[src/rtl/pse_pkg.sv]
// ----------------------------------------------------------------------------
// pse_pkg
// Shared types and constants of the postfix stack evaluator.
// ----------------------------------------------------------------------------
package pse_pkg;

    // Expression characters
    localparam logic [7:0] SYM_PLUS  = 8'h2B;
    localparam logic [7:0] SYM_MINUS = 8'h2D;
    localparam logic [7:0] SYM_MUL   = 8'h2A;
    localparam logic [7:0] SYM_DIV   = 8'h2F;
    localparam logic [7:0] SYM_ZERO  = 8'h30;

    // Value returned by a pop of an empty stack
    localparam logic [31:0] POP_EMPTY = 32'hFFFF_FFFF;

    // Error status codes, first one wins
    typedef enum logic [1:0] {
        ST_OK    = 2'd0,
        ST_UNDER = 2'd1,
        ST_OVER  = 2'd2,
        ST_DIVZ  = 2'd3
    } t_status;

    // Decoded character
    typedef enum logic [2:0] {
        OP_NONE,
        OP_ADD,
        OP_SUB,
        OP_MUL,
        OP_DIV
    } t_op;

    // Controller states
    typedef enum logic [3:0] {
        S_IDLE,
        S_DECODE,
        S_POP_Y,
        S_POP_X,
        S_CAP_X,
        S_EXEC,
        S_DIV,
        S_PUSH,
        S_POP_F,
        S_FINISH
    } t_state;

    // Controller to datapath commands
    typedef struct packed {
        logic load_in;
        logic push;
        logic pop;
        logic cap_y;
        logic cap_x;
        logic exec;
        logic div_start;
        logic res_div;
        logic out_load;
        logic clear;
    } t_cmd;

    // Datapath to controller status
    typedef struct packed {
        logic is_oper;
        logic is_div;
        logic is_last;
        logic y_zero;
        logic div_done;
        logic out_busy;
    } t_sts;

endpackage

[src/rtl/pse_div.sv]
// ----------------------------------------------------------------------------
// pse_div
// Signed 32-bit divider, truncating toward zero, one quotient bit a cycle.
// ----------------------------------------------------------------------------
module pse_div
    import pse_pkg::*;
(
    input  logic        i_clk,
    input  logic        i_rst_n,
    input  logic        i_start,
    input  logic [31:0] i_x,
    input  logic [31:0] i_y,
    output logic        o_done,
    output logic [31:0] o_quot
);

    logic        r_busy;
    logic        r_done;
    logic [4:0]  r_cnt;
    logic        r_neg;
    logic [31:0] r_num;
    logic [31:0] r_den;
    logic [31:0] r_rem;
    logic [32:0] rem_sh;
    logic [32:0] diff;

    // Restoring step: shift in next dividend bit, trial subtract
    always_comb begin
        rem_sh = {r_rem, r_num[31]};
        diff   = rem_sh - {1'b0, r_den};
    end

    // Control
    always_ff @(posedge i_clk) begin
        if (!i_rst_n) begin
            r_busy <= 1'b0;
            r_done <= 1'b0;
            r_cnt  <= '0;
        end else begin
            r_done <= 1'b0;
            if (i_start) begin
                r_busy <= 1'b1;
                r_cnt  <= '0;
            end else if (r_busy) begin
                r_cnt <= r_cnt + 5'd1;
                if (r_cnt == 5'd31) begin
                    r_busy <= 1'b0;
                    r_done <= 1'b1;
                end
            end
        end
    end

    // Magnitudes in, quotient bits shift into the dividend register
    always_ff @(posedge i_clk) begin
        if (i_start) begin
            r_num <= i_x[31] ? (32'd0 - i_x) : i_x;
            r_den <= i_y[31] ? (32'd0 - i_y) : i_y;
            r_rem <= '0;
            r_neg <= i_x[31] ^ i_y[31];
        end else if (r_busy) begin
            r_num <= {r_num[30:0], ~diff[32]};
            r_rem <= diff[32] ? rem_sh[31:0] : diff[31:0];
        end
    end

    assign o_done = r_done;
    assign o_quot = r_neg ? (32'd0 - r_num) : r_num;

endmodule

[src/rtl/pse_dpath.sv]
// ----------------------------------------------------------------------------
// pse_dpath
// Operand stack, ALU, divider, error tracking and result register.
// ----------------------------------------------------------------------------
module pse_dpath
    import pse_pkg::*;
#(
    parameter int STACK_DEPTH = 16
) (
    input  logic        i_clk,
    input  logic        i_rst_n,
    input  t_cmd        i_cmd,
    output t_sts        o_sts,
    input  logic [7:0]  i_symbol,
    input  logic        i_last,
    output logic        o_out_valid,
    input  logic        i_out_ready,
    output logic [31:0] o_value,
    output logic [1:0]  o_status
);

    localparam int CW = $clog2(STACK_DEPTH + 1);
    localparam int AW = (STACK_DEPTH > 1) ? $clog2(STACK_DEPTH) : 1;

    logic [31:0]   mem [STACK_DEPTH];
    logic [31:0]   r_rdata;
    logic          r_pop_empty;
    logic [CW-1:0] r_count;
    logic [CW-1:0] n_count;
    t_status       r_err;
    t_status       n_err;
    logic [7:0]    r_sym;
    logic          r_last;
    logic [31:0]   r_y;
    logic [31:0]   r_x;
    logic [31:0]   r_res;
    logic          r_out_valid;
    logic [31:0]   r_out_value;
    t_status       r_out_status;
    t_op           op;
    logic          full;
    logic          empty;
    logic [31:0]   pop_val;
    logic [31:0]   push_val;
    logic          wr_en;
    logic          rd_en;
    logic [AW-1:0] wr_idx;
    logic [AW-1:0] rd_idx;
    logic [CW-1:0] cnt_m1;
    logic          div_done;
    logic [31:0]   div_quot;

    // Character decode
    always_comb begin
        unique case (r_sym)
            SYM_PLUS:  op = OP_ADD;
            SYM_MINUS: op = OP_SUB;
            SYM_MUL:   op = OP_MUL;
            SYM_DIV:   op = OP_DIV;
            default:   op = OP_NONE;
        endcase
    end

    // Stack pointers and data
    always_comb begin
        full     = (r_count == CW'(STACK_DEPTH));
        empty    = (r_count == '0);
        cnt_m1   = r_count - CW'(1);
        wr_idx   = r_count[AW-1:0];
        rd_idx   = cnt_m1[AW-1:0];
        pop_val  = r_pop_empty ? POP_EMPTY : r_rdata;
        push_val = (op == OP_NONE) ? ({24'd0, r_sym} - {24'd0, SYM_ZERO}) : r_res;
        wr_en    = i_cmd.push && !full;
        rd_en    = i_cmd.pop && !empty;
    end

    // Stack memory, registered read
    always_ff @(posedge i_clk) begin
        if (wr_en) begin
            mem[wr_idx] <= push_val;
        end
        if (rd_en) begin
            r_rdata <= mem[rd_idx];
        end
    end

    // Count and first-error tracking
    always_comb begin
        n_count = r_count;
        n_err   = r_err;
        if (i_cmd.clear) begin
            n_count = '0;
            n_err   = ST_OK;
        end else if (i_cmd.push) begin
            if (full) begin
                if (r_err == ST_OK) n_err = ST_OVER;
            end else begin
                n_count = r_count + CW'(1);
            end
        end else if (i_cmd.pop) begin
            if (empty) begin
                if (r_err == ST_OK) n_err = ST_UNDER;
            end else begin
                n_count = cnt_m1;
            end
        end else if (i_cmd.exec && op == OP_DIV && r_y == '0) begin
            if (r_err == ST_OK) n_err = ST_DIVZ;
        end
    end

    always_ff @(posedge i_clk) begin
        if (!i_rst_n) begin
            r_count     <= '0;
            r_err       <= ST_OK;
            r_pop_empty <= 1'b0;
        end else begin
            r_count <= n_count;
            r_err   <= n_err;
            if (i_cmd.pop) r_pop_empty <= empty;
        end
    end

    // Input beat and operand capture
    always_ff @(posedge i_clk) begin
        if (i_cmd.load_in) begin
            r_sym  <= i_symbol;
            r_last <= i_last;
        end
        if (i_cmd.cap_y) r_y <= pop_val;
        if (i_cmd.cap_x) r_x <= pop_val;
    end

    // ALU result register
    always_ff @(posedge i_clk) begin
        if (i_cmd.exec) begin
            case (op)
                OP_ADD:  r_res <= r_x + r_y;
                OP_SUB:  r_res <= r_x - r_y;
                OP_MUL:  r_res <= r_x * r_y;
                default: r_res <= '0;
            endcase
        end else if (i_cmd.res_div) begin
            r_res <= div_quot;
        end
    end

    pse_div u_div (
        .i_clk   (i_clk),
        .i_rst_n (i_rst_n),
        .i_start (i_cmd.div_start),
        .i_x     (r_x),
        .i_y     (r_y),
        .o_done  (div_done),
        .o_quot  (div_quot)
    );

    // Result register
    always_ff @(posedge i_clk) begin
        if (!i_rst_n) begin
            r_out_valid <= 1'b0;
        end else if (i_cmd.out_load) begin
            r_out_valid <= 1'b1;
        end else if (i_out_ready) begin
            r_out_valid <= 1'b0;
        end
    end

    always_ff @(posedge i_clk) begin
        if (i_cmd.out_load) begin
            r_out_value  <= pop_val;
            r_out_status <= r_err;
        end
    end

    assign o_out_valid = r_out_valid;
    assign o_value     = r_out_value;
    assign o_status    = r_out_status;

    // Status to controller
    always_comb begin
        o_sts.is_oper  = (op != OP_NONE);
        o_sts.is_div   = (op == OP_DIV);
        o_sts.is_last  = r_last;
        o_sts.y_zero   = (r_y == '0);
        o_sts.div_done = div_done;
        o_sts.out_busy = r_out_valid && !i_out_ready;
    end

    // Checks
    a_count_bound: assert property (@(posedge i_clk) disable iff (!i_rst_n)
        r_count <= CW'(STACK_DEPTH))
        else $error("stack count beyond depth");

    a_clear: assert property (@(posedge i_clk) disable iff (!i_rst_n)
        i_cmd.clear |=> (r_count == '0) && (r_err == ST_OK))
        else $error("clear did not empty the stack");

    a_out_free: assert property (@(posedge i_clk) disable iff (!i_rst_n)
        i_cmd.out_load |-> !r_out_valid || i_out_ready)
        else $error("result register overwritten");

    a_full_push: assert property (@(posedge i_clk) disable iff (!i_rst_n)
        i_cmd.push && full |=> (r_count == CW'(STACK_DEPTH)) && (r_err != ST_OK))
        else $error("overflow push mishandled");

    a_div_nonzero: assert property (@(posedge i_clk) disable iff (!i_rst_n)
        i_cmd.div_start |-> r_y != '0)
        else $error("divider started with zero divisor");

endmodule

[src/rtl/pse_ctrl.sv]
// ----------------------------------------------------------------------------
// pse_ctrl
// Sequencer: pops, operates, pushes and emits for one character at a time.
// ----------------------------------------------------------------------------
module pse_ctrl
    import pse_pkg::*;
(
    input  logic i_clk,
    input  logic i_rst_n,
    input  logic i_in_valid,
    output logic o_in_ready,
    input  t_sts i_sts,
    output t_cmd o_cmd
);

    t_state r_state;
    t_state n_state;

    // State register
    always_ff @(posedge i_clk) begin
        if (!i_rst_n) begin
            r_state <= S_IDLE;
        end else begin
            r_state <= n_state;
        end
    end

    // Next state
    always_comb begin
        n_state = r_state;
        unique case (r_state)
            S_IDLE:   if (i_in_valid) n_state = S_DECODE;
            S_DECODE: n_state = i_sts.is_oper ? S_POP_Y : S_PUSH;
            S_POP_Y:  n_state = S_POP_X;
            S_POP_X:  n_state = S_CAP_X;
            S_CAP_X:  n_state = S_EXEC;
            S_EXEC:   n_state = (i_sts.is_div && !i_sts.y_zero) ? S_DIV : S_PUSH;
            S_DIV:    if (i_sts.div_done) n_state = S_PUSH;
            S_PUSH:   n_state = i_sts.is_last ? S_POP_F : S_IDLE;
            S_POP_F:  if (!i_sts.out_busy) n_state = S_FINISH;
            S_FINISH: n_state = S_IDLE;
            default:  n_state = S_IDLE;
        endcase
    end

    // Commands
    always_comb begin
        o_cmd      = '0;
        o_in_ready = 1'b0;
        unique case (r_state)
            S_IDLE: begin
                o_in_ready    = 1'b1;
                o_cmd.load_in = i_in_valid;
            end
            S_POP_Y: o_cmd.pop = 1'b1;
            S_POP_X: begin
                o_cmd.cap_y = 1'b1;
                o_cmd.pop   = 1'b1;
            end
            S_CAP_X: o_cmd.cap_x = 1'b1;
            S_EXEC: begin
                o_cmd.exec      = 1'b1;
                o_cmd.div_start = i_sts.is_div && !i_sts.y_zero;
            end
            S_DIV:    o_cmd.res_div = i_sts.div_done;
            S_PUSH:   o_cmd.push    = 1'b1;
            S_POP_F:  o_cmd.pop     = !i_sts.out_busy;
            S_FINISH: begin
                o_cmd.out_load = 1'b1;
                o_cmd.clear    = 1'b1;
            end
            default: ;
        endcase
    end

endmodule

[src/rtl/postfix_stack_evaluator.sv]
// ----------------------------------------------------------------------------
// postfix_stack_evaluator
// Postfix expression evaluator over a bounded stack of 32-bit values.
// ----------------------------------------------------------------------------
// Usage:
//   Input channel (i_in_valid / o_in_ready) carries one expression character
//   per beat plus a last flag. Operators + - * / pop two values and push the
//   result; any other byte pushes its value minus 48.
//   Output channel (o_out_valid / i_out_ready) carries one beat per
//   expression: the final popped value and the first error seen
//   (0 ok, 1 underflow, 2 overflow, 3 divide by zero).
//   Per character: an operand is decoded and pushed; + - * are decoded,
//   pop two values, execute and push; / waits on the bit-serial divider
//   unless the divisor is zero. A last character adds a final pop and
//   result load. One character is in work at a time; o_in_ready is high
//   only between characters.
//   Result is held in an output register: the next expression is accepted
//   while it waits. A stalled receiver only holds the block when another
//   result is ready to be loaded.
//   Reset empties the stack, clears the error and drops o_out_valid; no
//   memory clearing pass is needed.
// ----------------------------------------------------------------------------
module postfix_stack_evaluator
    import pse_pkg::*;
#(
    parameter int STACK_DEPTH = 16
) (
    input  logic        i_clk,
    input  logic        i_rst_n,
    input  logic        i_in_valid,
    output logic        o_in_ready,
    input  logic [7:0]  i_symbol,
    input  logic        i_last,
    output logic        o_out_valid,
    input  logic        i_out_ready,
    output logic [31:0] o_value,
    output logic [1:0]  o_status
);

    t_cmd cmd;
    t_sts sts;

    pse_ctrl u_ctrl (
        .i_clk      (i_clk),
        .i_rst_n    (i_rst_n),
        .i_in_valid (i_in_valid),
        .o_in_ready (o_in_ready),
        .i_sts      (sts),
        .o_cmd      (cmd)
    );

    pse_dpath #(
        .STACK_DEPTH (STACK_DEPTH)
    ) u_dpath (
        .i_clk       (i_clk),
        .i_rst_n     (i_rst_n),
        .i_cmd       (cmd),
        .o_sts       (sts),
        .i_symbol    (i_symbol),
        .i_last      (i_last),
        .o_out_valid (o_out_valid),
        .i_out_ready (i_out_ready),
        .o_value     (o_value),
        .o_status    (o_status)
    );

endmodule
[config.mk]
export PLATFORM = sky130hd
export DESIGN_NAME = postfix_stack_evaluator
export DESIGN_NICKNAME = d
export VERILOG_FILES = /design/src/rtl/pse_pkg.sv /design/src/rtl/pse_div.sv /design/src/rtl/pse_dpath.sv /design/src/rtl/pse_ctrl.sv /design/src/rtl/postfix_stack_evaluator.sv
export SDC_FILE = /design/constraint.sdc
export NUM_CORES = 2
export LEC_CHECK = 0
export ABC_AREA = 1
export BUFFER_PORTS_ARGS = -buffer_cell sky130_fd_sc_hd__buf_2
export CORE_MARGIN = 10
export CORE_UTILIZATION = 57
export CTS_BUF_LIST = sky130_fd_sc_hd__clkbuf_16
export DETAILED_ROUTE_END_ITERATION = 12
export PLACE_DENSITY_LB_ADDON = 0.08
export SKIP_LAST_GASP = 1
export SLEW_MARGIN = 25
export SYNTH_ARGS = -nofsm -noshare
export SYNTH_HDL_FRONTEND = slang
export SYNTH_HIERARCHICAL = 1
export SYNTH_SLANG_ARGS = --single-unit
[constraint.sdc]
create_clock -name i_clk -period 7.3 [get_ports i_clk]
set_input_delay 1.46 -clock i_clk [delete_from_list [all_inputs] [get_ports i_clk]]
set_output_delay 1.46 -clock i_clk [all_outputs]
set_load 0.05 [all_outputs]
==> impl_results.md <==
- RePlAce Congestion: 0.982
- Largest family of logic cells by synthesized area: adder cells
- Max Cap Viol: 0
- Avg Vias per Cell: 5.64
- Achievable frequency: approximately 140 MHz
- P&R area growth vs syn: 9.75%
- Crit-path max cell delay: approximately 0.56 ns
- Area share of the largest cell type after synthesis: roughly two fifths
- Worst R2R Path Depth: 22
- # setup viols final: 0
- WS Path Type: flop to flop
- Worst Setup EP: u_dpath/r_res[23]
- Sequential-to-total area share from yosys stat: 42.1%
- CTS clk-pin slew, worst paths: around 0.06 ns
- Critical path buffer and inverter count: 6
- Vias in the first global route: approximately 42000
- Initial antenna violation count: 9
- Share of cells above drive strength 1: around 8%
- Slowest CP cell: fa_1
- Die H: between 300 and 400 um
- Residual DRC count: 0
- Pin count of the biggest net entering global routing: about 110
- Top cell by count, worst path: fa_1
- Synth Area in Compound Gates: 7.72%
- Crit-path leading delay family: adder cells
- Setup slack after layout: about 0.25 ns
- Top-count cell post-synth: nand2_1
- CTS Sinks: 800
- Synth Cell Area: about 0.056 sq mm
- Clock tree buffer depth: 3
- Final-report hold violation count: 0
- Final period util: between 90% and 100%
- Worst path required time: approximately 7.7 ns
- Hpwl dp: 121000 um
- # rows: 114
- Core Footprint: 0.0970 sq mm
- Setup crit start kind: flop
- Top cells by count, synth: 1435 x nand2_1, 1160 x inv_1, 748 x edfxtp_1
- Area contributors post-synth: edfxtp_1 40%, fa_1 15%, nand2_1 9.6%, inv_1 7.8%, ha_1 4.5%
- Total GRT Usage: between 30 and 40%
- Period minus WS final: a little over 7 ns
- CTS Root Cell: clkbuf_16
- Aggregate global routing overflow: 0
- Hold_buf cts: 0
- Reg2reg setup slack: approximately 0.25 ns
- Yosys reg bits: 800
- WP data arrival: around 7.4 ns
- Worst Hold Margin: about 0.45 ns
- Die Wd: 333 um
- Area share of fa/ha/maj cells after synthesis: 19.1%
- CP Depth: 22
- CTS Buf Count: between 80 and 90
- Worst Setup SP: u_dpath/r_y[5]
- Top Ports: 49
- 1st-iter DRT viols: roughly 4000
- Worst Skew: between 0.06 and 0.07 ns
- Worst slew margin: 31.3%
- Simple logic cell fraction of the synthesized area: about 18%
- Final wirelength: 169000 um
- Synthesized area per cell: between 8 and 9 sq um
- Clk_lat worst skew: a little under 0.7 ns
- Avg WL per Cell: between 20 and 25 um
- Worst slew pin tran: around 1.0 ns
- Vias: 43006
- Post-Synth XOR/XNOR Area: between 2 and 2.5%
- Post-synth cell types: 59
- Syn nets: between 6000 and 7000
- Reg2reg start: u_dpath/r_y[5]
- DRT Pass-1 Iters: 6
- CTS H-tree depth: 3
- Outcome: finished clean
- Unrepaired setup endpoints after global routing: yes
- Leading area contributor after synthesis: edfxtp_1
- Pre-CTS WS: -0.0225 ns
- Initial core utilization: roughly 58%
- Share of synthesized registers carrying an async set or reset: 0%
- Final net count: 6900
- Fin. max-slew vios: 0
- Number of flip-flops in the largest register: just over 500
- Crit end category: flop
- Die area: between 0.1 and 0.15 sq mm
- Mapped Cells: around 6200
- Register name with the most flops: u_dpath/mem
- Mux cell area share after synthesis: ~1.4%
- Top FF cell, synth: edfxtp_1
- Hold Crit Class: flop to flop
- PortBufs: 48
- CP max FO: 26
- CTS tree: yes
- EDFF count, synth: ~750
- Warnings, synthesis: 6
- Post-route ant nets: 0
- Worst path cell trace: buf_12 > nand2_1 > inv_1 > fa_1 > fa_1 > fa_1 > inv_1 > fa_1 > inv_1 > fa_1 > inv_1 > fa_1 > inv_1 > fa_1 > fa_1 > ha_1 > a21oi_1 > o21ai_0 > a21oi_1 > nand3_1 > o21ai_0 > a31oi_1
- Reg-to-Reg End: u_dpath/r_res[23]
- Global-route wire length before repair: 256000 um
-- cells by family (layout without fill, tap and decap cells) --
group / count (synthesis) / after routing
mux: 76 / 76
fa+ha+maj: 609 / 609
xor+xnor: 134 / 134
simple gates: 2407 / 2407
other cells: 0 / 5
compound gates: 741 / 741
flops: 800 / 800
buf+inv: 1450 / 1575
-- how the worst min path moves through the flow --
stage | start | end | slack (ns) | depth (start not counted)
floorplan | u_dpath/u_div/r_cnt[3] | u_dpath/u_div/r_cnt[3] | 0.41 | 1
global placement | u_dpath/u_div/r_cnt[3] | u_dpath/u_div/r_cnt[3] | 0.44 | 1
detailed placement | u_dpath/u_div/r_cnt[3] | u_dpath/u_div/r_cnt[3] | 0.44 | 1
CTS | u_dpath/u_div/r_cnt[3] | u_dpath/u_div/r_cnt[3] | 0.45 | 1
global route | u_dpath/u_div/r_cnt[3] | u_dpath/u_div/r_cnt[3] | 0.47 | 1
finish | u_dpath/u_div/r_cnt[3] | u_dpath/u_div/r_cnt[3] | 0.45 | 1
-- cell type report --
class / count / area [sq um]
fill: 8238 / 35700
timing repair buffer: 241 / 1960
clock buffer: 87 / 2180
sequential: 800 / 23500
tap: 1276 / 1600
clock inverter: 65 / 578
inverter: 1182 / 4440
multi-input combinational: 3967 / 27000
antenna: 5 / 12.5
-- worst register-to-register path: cells and delay by family, from the launching register on --
family,cells,cell delay [ns]
AOI/OAI and AO/OA,5,1.26
DFF,1,0.43
buffers and inverters,6,0.46
and+or+nand+nor,2,0.28
adders and majority gates,9,4.32
-- routing by layer --
| metal | share of wire, % | track usage, % | vias up |
|---|---|---|---|
| met1 | 41 | 40.5 | 20957 |
| met2 | 47 | 49.5 | 1715 |
| met5 | 0.021 | 0 | - |
| met4 | 3.8 | 11.0 | 6 |
| li1 | - | - | 19970 |
| met3 | 7.6 | 4.85 | 358 |
-- cells in the final DEF, fill, tap and decap left out, drive strengths merged, types with 7 or more instances in the layout --
cell type / netlist / routed
nand2: 1441 / 1441
inv: 1180 / 1191
edfxtp: 748 / 748
nor2: 546 / 546
fa: 410 / 410
o21ai: 366 / 366
buf: 85 / 241
nand3: 209 / 209
ha: 199 / 199
a21oi: 140 / 140
clkbuf: 183 / 87
xor2: 87 / 87
nor3: 83 / 83
mux2i: 76 / 76
o22ai: 54 / 54
or2: 53 / 53
dfxtp: 52 / 52
xnor2: 47 / 47
o221ai: 46 / 46
clkinv: 2 / 43
a31oi: 38 / 38
o32ai: 32 / 32
nand4: 29 / 29
o21bai: 20 / 20
a21o: 18 / 18
nand3b: 16 / 16
nor4: 15 / 15
clkinvlp: 0 / 8
o31ai: 7 / 7
and2: 7 / 7
-- through the flow --
step                instance area, sq um  cells  setup TNS, ns  util (%)
finish                             61300   7623              0      63.2
global route                       61300   7619         -0.189      63.2
CTS                                61100   7597              0      62.9
detailed placement                 58300   7442        -0.0225      60.1
global placement                   58300   7442        -0.0364      60.1
floorplan                          55900   6217              0         -
-- timing repair --
item,4_1_cts,5_1_grt
endpoints found under the setup margin,1,13
resized for setup,1,13
pin swaps,0,0
buffers inserted,3,21
Power is left out: the tool's default activity adds up to more than one toggle a clock period on the data nets, which glitch-free logic cannot reach.
